==> src/design/sacla_pkg.sv <==
`timescale 1ns / 1ps

package sacla_pkg;

  localparam int unsigned SET_COUNT  = 128;
  localparam int unsigned WAY_COUNT  = 8;
  localparam int unsigned LINE_BYTES = 32;

  localparam int unsigned ADDR_W = 32;
  localparam int unsigned BYTE_W = 8;
  localparam int unsigned OFF_W  = $clog2(LINE_BYTES);
  localparam int unsigned SET_W  = $clog2(SET_COUNT);
  localparam int unsigned WAY_W  = $clog2(WAY_COUNT);
  localparam int unsigned TAG_W  = ADDR_W - OFF_W - SET_W;
  // ages run from 0 (empty) up to WAY_COUNT
  localparam int unsigned AGE_W  = $clog2(WAY_COUNT + 1);

  localparam int unsigned DATA_ROWS = SET_COUNT * WAY_COUNT;
  localparam int unsigned LINE_W    = SET_W + WAY_W;

  typedef logic [WAY_COUNT-1:0][TAG_W-1:0]  tag_row_t;
  typedef logic [WAY_COUNT-1:0][AGE_W-1:0]  age_row_t;
  typedef logic [LINE_BYTES-1:0][BYTE_W-1:0] line_t;

  typedef struct packed {
    logic accept;   // latch item, read tag and age rows of its set
    logic lookup;   // resolve hit/victim, write back rows, access line
    logic clr_wr;   // clear one data line
    logic out_load; // load result register
  } cmd_t;

  typedef struct packed {
    logic clr_last;
  } stat_t;

endpackage

==> src/design/sacla_ctrl.sv <==
`timescale 1ns / 1ps

module sacla_ctrl (
  input  logic             clk_i,
  input  logic             rst_ni,
  input  logic             req_valid_i,
  output logic             req_ready_o,
  output logic             rsp_valid_o,
  input  logic             rsp_ready_i,
  input  sacla_pkg::stat_t stat_i,
  output sacla_pkg::cmd_t  cmd_o
);

  typedef enum logic [3:0] {
    ST_CLEAR  = 4'b0001,
    ST_IDLE   = 4'b0010,
    ST_LOOKUP = 4'b0100,
    ST_RESP   = 4'b1000
  } state_e;

  state_e state_q, state_d;
  logic   rsp_valid_q, rsp_valid_d;
  logic   out_free;

  assign out_free = !rsp_valid_q || rsp_ready_i;

  always_comb begin
    state_d      = state_q;
    cmd_o        = '0;
    req_ready_o  = 1'b0;
    unique case (state_q)
      ST_CLEAR: begin
        cmd_o.clr_wr = 1'b1;
        if (stat_i.clr_last) state_d = ST_IDLE;
      end
      ST_IDLE: begin
        req_ready_o = 1'b1;
        if (req_valid_i) state_d = ST_LOOKUP;
      end
      ST_LOOKUP: begin
        cmd_o.lookup = 1'b1;
        state_d      = ST_RESP;
      end
      ST_RESP: begin
        // result leaves as the next item comes in
        if (out_free) begin
          cmd_o.out_load = 1'b1;
          req_ready_o    = 1'b1;
          state_d        = req_valid_i ? ST_LOOKUP : ST_IDLE;
        end
      end
      default: state_d = ST_CLEAR;
    endcase
    cmd_o.accept = req_ready_o && req_valid_i;
  end

  always_comb begin
    rsp_valid_d = rsp_valid_q;
    if (cmd_o.out_load) begin
      rsp_valid_d = 1'b1;
    end else if (rsp_ready_i) begin
      rsp_valid_d = 1'b0;
    end
  end

  always_ff @(posedge clk_i or negedge rst_ni) begin
    if (!rst_ni) begin
      state_q     <= ST_CLEAR;
      rsp_valid_q <= 1'b0;
    end else begin
      state_q     <= state_d;
      rsp_valid_q <= rsp_valid_d;
    end
  end

  assign rsp_valid_o = rsp_valid_q;

endmodule

==> config.mk <==
export PLATFORM = sky130hd
export DESIGN_NAME = sacla_ctrl
export DESIGN_NICKNAME = d
export VERILOG_FILES = /design/src/design/sacla_pkg.sv /design/src/design/sacla_ctrl.sv
export SDC_FILE = /design/constraint.sdc
export NUM_CORES = 1
export LEC_CHECK = 0
export BUFFER_PORTS_ARGS = -buffer_cell sky130_fd_sc_hd__buf_2
export CAP_MARGIN = 20
export CORE_AREA = 2 2 39 41
export CTS_CLUSTER_DIAMETER = 200
export DETAILED_ROUTE_END_ITERATION = 10
export DIE_AREA = 0 0 41 43
export PLACE_DENSITY = 0.56
export SKIP_CTS_REPAIR_TIMING = 1
export SKIP_LAST_GASP = 1
export SLEW_MARGIN = 20
export SYNTH_ARGS = -nofsm -noshare
export SYNTH_HDL_FRONTEND = slang
export SYNTH_SLANG_ARGS = --single-unit
==> constraint.sdc <==
create_clock -name clk_i -period 1.4 [get_ports clk_i]
set_clock_uncertainty 0.1 [all_clocks]
set_input_delay 0.42 -clock clk_i [delete_from_list [all_inputs] [get_ports clk_i]]
set_output_delay 0.42 -clock clk_i [all_outputs]
set_load 0.005 [all_outputs]
* Word level (Yosys, flattened, before mapping)
Cells that the tools add are included.
** Word-level totals
- Logic and storage cells :: 26
- Output and inout bits :: 6
- Input port bits :: 5
- Register bits after elaboration :: 5
** Operators by class
- Eq/ne operators :: 7
- Multiplexer cells :: 12
- Reductions and logical operators :: 5
** Operator list (number)
- $pmux 4 s4 :: 1
- $mux 4 :: 3
- $mux 1 :: 6
- $ne 2x2->1 const B :: 3
- $eq 4x1->1 const B :: 1
- $eq 4x2->1 const B :: 1
- $eq 4x3->1 const B :: 1
- $eq 4x4->1 const B :: 1
- $mux 3 :: 1
- $reduce_and 3->1 :: 1
- $pmux 1 s2 :: 1
- $reduce_bool 2->1 :: 1
- $logic_and 1x1->1 :: 1
- $logic_not 1->1 :: 1
- $logic_or 1x1->1 :: 1

* Longest topological paths before layout
Gate-level depths: netlist of the first run.
- Depth in word-level cells :: 5
- Gate-level depth with buffers :: 4
- Mapped depth without buffers :: 3

* Worst setup path after synthesis of the first run
No wires, ideal clock.
- Path kind :: reg-to-output
- Start :: reg state_q[2]
- End :: out cmd_o[0] (netlist name)
- Cell stages (with the launch flop) :: 4
- Setup slack :: -164 ps
- Path buffers :: 1
- Required time :: 880 ps
- Arrival :: 1044 ps
- Cell sequence :: dfrtp_1 -> or2b_4 -> nor4b_2 -> buf_4
** RTL lines
- start: declaration :: RTL line sacla_ctrl.sv:21 : state_e state_q, state_d;
- start signal: assignment :: RTL line sacla_ctrl.sv:71 : state_q <= state_d;
- end: declaration :: RTL line sacla_ctrl.sv:11 : output sacla_pkg::cmd_t cmd_o

==> results of run 1 <==
## power groups by stage
stage | clock network (mW) | logic (mW) | registers, mW
after floorplan | 0 | 0.226 | 0.207
after global placement | 0 | 0.385 | 0.220
after detailed placement | 0 | 0.384 | 0.223
after CTS | 0.173 | 0.385 | 0.221
after global routing | 0.189 | 0.478 | 0.228
final | 0.164 | 0.437 | 0.222
## critical path: stages (launching register included)
cell	delay [ns]
dfrtp_1	0.42
nor2b_1	0.16
a21oi_2	0.09
nor4b_2	0.21
buf_2	0.15
## metrics by stage
step | utilization [%] | cells | worst slack [ns]
detailed placement | 32.0 | 61 | -0.272
finish | 37.2 | 67 | -0.398
floorplan | - | 28 | -0.155
CTS | 33.9 | 65 | -0.431
global route | 37.2 | 67 | -0.483
global placement | 32.0 | 61 | -0.259
## final cells by class
type | instances | area, um^2 | share of cell area (%)
repair buffers | 22 | 143 | 27.7
multi-input cells | 20 | 198 | 38.4
flip-flops and latches | 5 | 128 | 24.8
clock buffers | 4 | 26.3 | 5.11
well taps | 16 | 20.0 | 3.89
## worst min-delay path by stage
stage                         endpoint  depth (start not counted)
2_1_floorplan  rsp_valid_o$_DFFE_PN0P_                          0
3_3_place_gp   rsp_valid_o$_DFFE_PN0P_                          1
3_5_place_dp   rsp_valid_o$_DFFE_PN0P_                          1
4_1_cts        rsp_valid_o$_DFFE_PN0P_                          1
5_1_grt         state_q[0]$_DFFE_PN1P_                          2
6_report        state_q[0]$_DFFE_PN1P_                          2
## cell usage after synthesis
| master | n | area, um^2 |
|---|---|---|
| a211oi_1 | 1 | 7.51 |
| a211oi_2 | 1 | 12.5 |
| a21oi_2 | 1 | 8.76 |
| and2b_1 | 1 | 7.51 |
| buf_2 | 1 | 5.00 |
| buf_4 | 1 | 7.51 |
| buf_6 | 1 | 11.3 |
| dfrtp_1 | 4 | 100 |
| dfstp_2 | 1 | 26.3 |
| nand2_1 | 1 | 3.75 |
| nand2b_1 | 2 | 12.5 |
| nor2b_1 | 1 | 6.26 |
| nor3_1 | 2 | 10.0 |
| nor3_2 | 1 | 10.0 |
| nor4b_1 | 3 | 26.3 |
| nor4b_2 | 2 | 30.0 |
| o21a_1 | 1 | 7.51 |
| o31ai_1 | 1 | 7.51 |
| o41ai_1 | 1 | 8.76 |
| or2b_4 | 1 | 11.3 |
## cell families after synthesis
| logic type | count (synthesis) |
|---|---|
| buffers and inverters | 3 |
| AND/OR/NAND/NOR | 14 |
| AO/OA/AOI/OAI | 6 |
| flip-flops | 5 |
## cell usage in the layout (no fill, tap or decap)
| cell type | n |
|---|---|
| dfrtp_1 | 3 |
| o41ai_1 | 1 |
| a211oi_1 | 1 |
| clkbuf_4 | 3 |
| dfstp_2 | 1 |
| nand2_1 | 1 |
| nor2b_1 | 1 |
| dlygate4sd3_1 | 1 |
| nor3_1 | 1 |
| dfrtp_2 | 1 |
| buf_4 | 11 |
| or2b_4 | 1 |
| nor3_2 | 2 |
| nand2b_4 | 1 |
| a211oi_2 | 1 |
| o31ai_1 | 1 |
| a21oi_2 | 1 |
| clkbuf_1 | 1 |
| o21a_1 | 1 |
| nand2b_1 | 1 |
| and2b_1 | 1 |
| nor4b_4 | 1 |
| buf_2 | 10 |
| nor4b_1 | 2 |
| nor4b_2 | 2 |
## flip-flops by register name, indices dropped and copies added, names as in the netlist
| register | flops |
|---|---|
| state_q | 4 |
| rsp_valid_o | 1 |
## routing by layer
metal | share of wire, % | vias up
li1 | - | 151
met1 | 44 | 144
met2 | 48 | 14
met3 | 8.4 | 0
met4 | 0 | 0
met5 | 0 | -
==> key figures, run 1 <==
Status
  • Status: finished, violations left
  • Failing checks: negative setup slack

Cells and area
  • Area Overhead vs Synth: 60.5%
  • Layout cells sized above 1: 68.6%
  • Nets: 57
  • Diode count: 0
  • Fill cells: 147
  • Post-Layout Inst Area: 514 um^2

STA
  • Setup_tns: -1.71 ns
  • Least-Margin Pin Slew: 0.259 ns
  • Tmin final: 1.80 ns
  • Relative slew margins: 82.5%
  • Max Freq: 0.556 GHz
  • Hold Slack: 0.240 ns
  • Final worst setup slack: -0.398 ns
  • Fin. Hold Viols: 0
  • Final setup violating endpoints: 5
  • RSZ-0062 raised after global routing: true
  • Max Slew Vio Count: 0
  • Period Utilization, post-route: 128%

Worst setup path
  • R2r endpoint: state_q[2]$_DFFE_PN0P_
  • CP startpoint kind: flip-flop
  • CP endpoint: cmd_o[3]
  • Critical Path RT: 0.88 ns
  • Crit path from: state_q[1]$_DFFE_PN0P_
  • Worst reg2reg setup slack: 0 ns
  • CP Capture Type: primary output
  • R2R depth: 5
  • Crit Path Category: reg2out
  • Worst R2R Start: state_q[1]$_DFFE_PN0P_
  • CP Max Fanout: 4
  • Arrival @ worst endpoint: 1.28 ns

Clock network
  • Worst skew pair latency: 0.24 ns
  • Num CTS Buffers: 3
  • Worst-path clk slew: 0.04 ns
  • CTS root buf: clkbuf_4
  • CTS tree: done
  • CTS sink cnt: 5
  • Bufs on Longest Clock Path: 2
  • H-tree level count: 1

Power
  • Clock Power Share: 20.0%
  • Leak Pwr: 0.233 nW
  • Max VDD drop: 877 uV
  • Final Total Pwr: 823 uW
  • Register share of total power: 26.9%
  • Pwr/cell area: 1600 nW/um^2
  • Power share of the combinational group: 53.1%
  • Int Pwr: 538 uW
  • Net Sw Frac: 34.7%
  • NetSw: 286 uW

Global routing
  • Met3 usage: 7.85%
  • Gr usage total: 10.9%
  • Initial antenna violation count: 0
  • Met2 Use GR: 12.8%
  • Met1 usage: 14.0%
  • Vias in the first global route: 278
  • Largest net degree at the start of global routing: 8
  • First-pass GRT wire length: 1200 um
  • Total gr overflow: 0
  • GRT Max-Usage Layer: met1

Job
  • Max-Cap Viols: 0

Detailed routing
  • Wirelength, routed: 760 um
  • Wirelength per Cell: 11.3 um
  • Post-route ant nets: 0
  • Vias: 309
  • DRC errors left: 0
  • First DRT Iteration DRCs: 2
  • Via density: 4.61
  • DRT Pass-1 Iters: 2

Synthesis
  • Xor/xnor share of the synthesized area: 0%
  • Syn_nets: 33
  • Syn Inst Count: 28
  • Sequential share of the synthesized area: 39.5%
  • Avg Cell Area, Syn: 11.4 um^2
  • Combinational family with the most area after synthesis: simple AND/OR/NAND/NOR gates
  • Post-Synth Adder-Cell Area: 0%
  • Cell Area, Synth: 320 um^2
  • Seq cells post-synth: 5
  • Post-Synth Simple-Gate Area: 36.7%
  • Post-synthesis mux area share: 0%
  • Ys Warns: 0
  • Synth cell types: 20
  • Compound-Gate Fraction of Synth Area: 16.4%

Worst hold path
  • Min-Delay Path Class: in2reg
  • Hold path start: stat_i

Floorplanning
  • Row cnt: 14
  • Die height: 43 um
  • Die area: 1760 um^2
  • Core footprint: 1380 um^2
  • Die Wd: 41 um
  • Effective utilization at floorplan: 23.1%
  • Top Ports: 11

Place
  • Port Buffers: 10
  • Cell Area, Placed: 443 um^2
  • HPWL after DPL: 557 um
  • GP Congestion: 0.712
Power figures use the tool's default switching activity.
==> run 2: changes to the inputs <==
CELL_PAD_IN_SITES_DETAIL_PLACEMENT = 1   (was unset)
CELL_PAD_IN_SITES_GLOBAL_PLACEMENT = 1   (was unset)
CORE_AREA = 3 3 40 42   (was 2 2 39 41)
DIE_AREA = 0 0 43 45   (was 0 0 41 43)
PLACE_DENSITY = 0.66   (was 0.56)
==> key figures, run 2 (same netlist as run 1, synthesis figures left out) <==
Worst setup path
  • Crit Path Category: reg2out (unchanged)
  • CP Capture Type: primary output (unchanged)
  • Arrival @ worst endpoint: 1.32 ns (was 1.28 ns)
  • CP startpoint kind: flip-flop (unchanged)
  • R2R depth: 4 (was 5)
  • Critical Path RT: 0.88 ns (about the same)
  • CP Max Fanout: 5 (was 4)

Place
  • Cell Area, Placed: 434 um^2 (was 443 um^2)
  • GP Congestion: 0.703 (was 0.712)
  • Pre-CTS WS: -0.337 ns (was -0.272 ns)
  • Port Buffers: 10 (unchanged)
  • Placed insts: 59 (was 61)
  • HPWL after DPL: 762 um (was 557 um)

Cells and area
  • Diode count: 0 (unchanged)
  • Area Overhead vs Synth: 52.0% (was 60.5%)
  • Nets: 55 (was 57)
  • Max reg flops: 4 (unchanged)
  • Most frequent cells in the layout: buf_2, buf_4, clkbuf_4 (was buf_4, buf_2, clkbuf_4, dfrtp_1)
  • Top reg by flops: state_q (unchanged)
  • Layout cells sized above 1: 65.3% (was 68.6%)
  • Fill cells: 153 (was 147)
  • Finished Core Util: 37.9% (was 37.2%)
  • Most common cell after layout, fill and taps aside: buf_2 (was buf_4)
  • Fin cells: 64 (was 67)
  • Post-Layout Inst Area: 487 um^2 (was 514 um^2)

Global routing
  • Vias in the first global route: 351 (was 278)
  • First-pass GRT wire length: 1500 um (was 1200 um)
  • Initial antenna violation count: 0 (unchanged)
  • Largest net degree at the start of global routing: 8 (unchanged)
  • Gr usage total: 11.0% (was 10.9%)
  • Total gr overflow: 0 (unchanged)

Power
  • Final Total Pwr: 796 uW (was 823 uW)
  • Max VDD drop: 582 uV (was 877 uV)
  • Pwr/cell area: 1640 nW/um^2 (was 1600 nW/um^2)
  • Leak Pwr: 0.221 nW (was 0.233 nW)

Worst hold path
  • Min-Delay Path Class: in2reg (unchanged)
  • Hold Path Cell Cnt: 2 (unchanged)

Floorplanning
  • Die area: 1940 um^2 (was 1760 um^2)
  • Effective utilization at floorplan: 24.9% (was 23.1%)
  • Die height: 45 um (was 43 um)
  • Row cnt: 13 (was 14)
  • Core footprint: 1280 um^2 (was 1380 um^2)
  • Top Ports: 11 (unchanged)
  • Die Wd: 43 um (was 41 um)

STA
  • Final setup violating endpoints: 5 (unchanged)
  • Least-Margin Pin Slew: 0.256 ns (was 0.259 ns)
  • Hold Slack: 0.238 ns (was 0.240 ns)
  • Max Slew Vio Count: 0 (unchanged)
  • Period Utilization, post-route: 131% (was 128%)
  • Fin. Hold Viols: 0 (unchanged)
  • RSZ-0062 raised after global routing: true (unchanged)
  • Relative slew margins: 82.7% (was 82.5%)
  • Setup_tns: -1.93 ns (was -1.71 ns)
  • Final worst setup slack: -0.435 ns (was -0.398 ns)
  • Max Freq: 0.545 GHz (was 0.556 GHz)
  • Tmin final: 1.84 ns (was 1.80 ns)

Detailed routing
  • Vias: 300 (was 309)
  • Post-route ant nets: 0 (unchanged)
  • Wirelength, routed: 915 um (was 760 um)
  • Wirelength per Cell: 14.3 um (was 11.3 um)
  • DRC errors left: 0 (unchanged)
  • Via density: 4.69 (was 4.61)
  • First DRT Iteration DRCs: 1 (was 2)
  • DRT Pass-1 Iters: 4 (was 2)

Status
  • Status: finished, violations left (unchanged)
  • Failing checks: negative setup slack (unchanged)

Clock network
  • Worst-path clk slew: 0.05 ns (was 0.04 ns)
  • Num CTS Buffers: 3 (unchanged)
  • CTS sink cnt: 5 (unchanged)
  • Bufs on Longest Clock Path: 2 (unchanged)
  • Worst skew pair latency: 0.24 ns (about the same)
  • CTS tree: done (unchanged)
  • CTS root buf: clkbuf_4 (unchanged)
  • H-tree level count: 1 (unchanged)

Job
  • Max-Cap Viols: 0 (unchanged)
## run 2: cell count changes in the layout (fill, tap and decap cells not counted), sizes merged
cell  before  now
buf       21   19
## run 2: power by group
group          internal [mW]  switching (mW)
Sequential             0.191          0.0444
Combinational          0.205           0.183
Clock                  0.108          0.0642
Total                  0.504           0.291
## run 2: cell type report
cell class / count / area [um^2] / share of cell area [%]
flip-flops and latches: 5 / 129 / 26.5
repair buffers: 20 / 128 / 26.2
well taps: 15 / 18.8 / 3.86
multi-input cells: 20 / 185 / 38.0
clock buffers: 4 / 26.3 / 5.40
## run 2: layer usage
layer	part of all wire [%]	track usage [%]	vias up	routed length, um
met5	0	0	-	0
met4	0	5.42	0	0
met3	5.6	2.39	0	51
met2	55	20.7	10	500
met1	40	11.7	142	362
li1	-	-	148	-
## run 2: final timing paths
kind	slack, ns	startpoint	endpoint
min in group asynchronous	0.42	rst_ni	state_q[3]$_DFFE_PN0P_
max in group asynchronous	0.56	rst_ni	state_q[0]$_DFFE_PN1P_
worst max-delay path	-0.44	state_q[1]$_DFFE_PN0P_	cmd_o[3]
worst min register to register	0.50	rsp_valid_o$_DFFE_PN0P_	rsp_valid_o$_DFFE_PN0P_
worst max register to register	0.09	state_q[3]$_DFFE_PN0P_	state_q[0]$_DFFE_PN1P_
worst min-delay path	0.24	stat_i	state_q[0]$_DFFE_PN1P_
## run 2: critical path: stages, from the launching register on
cell	delay, ns
dfrtp_2	0.45
nor2b_1	0.16
a21oi_2	0.10
nor4b_2	0.21
buf_2	0.15
==> run 3: changes to the inputs <==
PLACE_DENSITY = 0.64   (was 0.66)
clock period = 1.9 ns   (was 1.4 ns; I/O delays follow)
==> key figures, run 3 (same netlist as run 1, synthesis figures left out) <==
Floorplanning
  • Top Ports: 11 (unchanged)
  • Row cnt: 13 (unchanged)
  • Die height: 45 um (unchanged)
  • Effective utilization at floorplan: 24.9% (unchanged)
  • Core footprint: 1280 um^2 (unchanged)
  • Die area: 1940 um^2 (unchanged)
  • Die Wd: 43 um (unchanged)

Detailed routing
  • DRT Pass-1 Iters: 4 (unchanged)
  • Vias: 318 (was 300)
  • DRC errors left: 0 (unchanged)
  • Wirelength per Cell: 13.8 um (was 14.3 um)
  • Via density: 4.89 (was 4.69)
  • Post-route ant nets: 0 (unchanged)
  • Wirelength, routed: 900 um (was 915 um)
  • First DRT Iteration DRCs: 11 (was 1)

Worst setup path
  • CP endpoint: cmd_o[0] (was cmd_o[3])
  • CP Max Fanout: 4 (was 5)
  • Arrival @ worst endpoint: 1.29 ns (was 1.32 ns)
  • Worst reg2reg setup slack: 0.59 ns (was 0.09 ns)
  • Slowest-stage cell, CP: dfrtp_2 (unchanged)
  • Crit path buf inv count: 1 (unchanged)
  • Critical path's top delay family: simple AND/OR/NAND/NOR gates (was flip-flops)
  • Levels on crit path: 3 (was 4)
  • CP startpoint kind: flip-flop (unchanged)
  • CP cell instances: or2b_4 > nor4b_2 > buf_2 (was nor2b_1 > a21oi_2 > nor4b_2 > buf_2)
  • Largest stage delay on the critical path: 0.43 ns (was 0.45 ns)
  • Crit Path Category: reg2out (unchanged)
  • Crit path from: state_q[2]$_DFFE_PN0P_ (was state_q[1]$_DFFE_PN0P_)
  • R2R depth: 4 (unchanged)
  • CP Capture Type: primary output (unchanged)
  • Critical Path RT: 1.23 ns (was 0.88 ns)
  • R2r endpoint: state_q[3]$_DFFE_PN0P_ (was state_q[0]$_DFFE_PN1P_)
  • Worst R2R Start: state_q[2]$_DFFE_PN0P_ (was state_q[3]$_DFFE_PN0P_)

Cells and area
  • Fin cells: 65 (was 64)
  • Layout cells sized above 1: 72.0% (was 65.3%)
  • Finished Core Util: 38.6% (was 37.9%)
  • Most common cell after layout, fill and taps aside: buf_4 (was buf_2)
  • Post-Layout Inst Area: 495 um^2 (was 487 um^2)
  • Nets: 56 (was 55)
  • Area Overhead vs Synth: 54.7% (was 52.0%)
  • Diode count: 0 (unchanged)
  • Top reg by flops: state_q (unchanged)
  • Most frequent cells in the layout: buf_4, buf_2, clkbuf_4, dfrtp_2 (was buf_2, buf_4, clkbuf_4)
  • Max reg flops: 4 (unchanged)

STA
  • Fin. Hold Viols: 0 (unchanged)
  • Relative slew margins: 82.0% (was 82.7%)
  • RSZ-0062 raised after global routing: true (unchanged)
  • Final worst setup slack: -0.0577 ns (was -0.435 ns)
  • Period Utilization, post-route: 103%
  • Least-Margin Pin Slew: 0.267 ns (was 0.256 ns)
  • Max Freq: 0.511 GHz
  • Final setup violating endpoints: 4 (was 5)
  • Max Slew Vio Count: 0 (unchanged)
  • Tmin final: 1.96 ns

Clock network
  • Worst skew pair latency: 0.25 ns (was 0.24 ns)
  • H-tree level count: 1 (unchanged)
  • CTS root buf: clkbuf_4 (unchanged)
  • Worst-path clk slew: 0.05 ns (about the same)
  • CTS tree: done (unchanged)
  • Bufs on Longest Clock Path: 2 (unchanged)
  • CTS sink cnt: 5 (unchanged)
  • Num CTS Buffers: 3 (unchanged)

Power
  • Max VDD drop: 694 uV (was 582 uV)
  • Final Total Pwr: 612 uW (was 796 uW)
  • Leak Pwr: 0.225 nW (was 0.221 nW)
  • Pwr/cell area: 1230 nW/um^2 (was 1640 nW/um^2)

Global routing
  • Gr usage total: 9.43% (was 11.0%)
  • Largest net degree at the start of global routing: 9 (was 8)
  • Initial antenna violation count: 0 (unchanged)
  • Total gr overflow: 0 (unchanged)
  • First-pass GRT wire length: 1260 um (was 1500 um)
  • Vias in the first global route: 301 (was 351)

Status
  • Failing checks: negative setup slack (unchanged)
  • Status: finished, violations left (unchanged)

Place
  • Cell Area, Placed: 403 um^2 (was 434 um^2)
  • Placed insts: 55 (was 59)
  • Port Buffers: 10 (unchanged)
  • GP Congestion: 0.730 (was 0.703)

Worst hold path
  • Min-Delay Path Class: in2async (was in2reg)

Job
  • Max-Cap Viols: 0 (unchanged)
-- run 3: changes by cell type in the layout (fill, tap and decap cells not counted) --
cell           delta
dfrtp_1           -1
dlygate4sd3_1     -1
nor2b_1           -1
buf_4             +2
dfrtp_2           +1
nor2b_2           +1
-- run 3: per-stage QoR --
stage | worst slack (ns) | setup TNS [ns] | hold WS [ns]
CTS | -0.148 | -0.462 | 0.0188
finish | -0.0577 | -0.151 | 0.0316
global placement | -0.0277 | -0.0277 | 0.285
global route | -0.151 | -0.467 | 0.0182
floorplan | 0.138 | 0 | 0.174
detailed placement | -0.0329 | -0.0329 | 0.290
-- run 3: layer usage --
metal  vias to the layer above  part of all wire [%]  track usage (%)
li1                        151                     -                -
met4                         0                  0.78             3.61
met1                       150                    40             9.71
met2                        15                    51             14.7
met5                         -                     0                0
met3                         2                   8.3             7.17
-- run 3: how the worst min path moves through the flow --
stage                start                      end  slack, ns
global route        rst_ni   state_q[1]$_DFFE_PN0P_       0.02
floorplan           rst_ni  rsp_valid_o$_DFFE_PN0P_       0.17
CTS                 rst_ni   state_q[3]$_DFFE_PN0P_       0.02
detailed placement  rst_ni   state_q[1]$_DFFE_PN0P_       0.29
finish              rst_ni   state_q[1]$_DFFE_PN0P_       0.03
global placement    rst_ni   state_q[1]$_DFFE_PN0P_       0.28
-- run 3: area by class of cell --
cell class	instances	area (um^2)
sequential	5	130
tap	15	18.8
fill	151	790
timing repair buffer	21	133
multi-input combinational	20	188
clock buffer	4	26.3
-- run 3: worst reg2reg max path, stage by stage, from the launching register on --
cell     delay, ns
dfrtp_2       0.43
or2b_4        0.27
buf_4         0.15
o21a_1        0.17
nor3_2        0.11
-- run 3: power breakdown --
group	total [mW]	switching, mW	internal (mW)
Clock	0.129	0.0497	0.0798
Sequential	0.181	0.0400	0.141
Combinational	0.301	0.127	0.174
Total	0.612	0.216	0.395
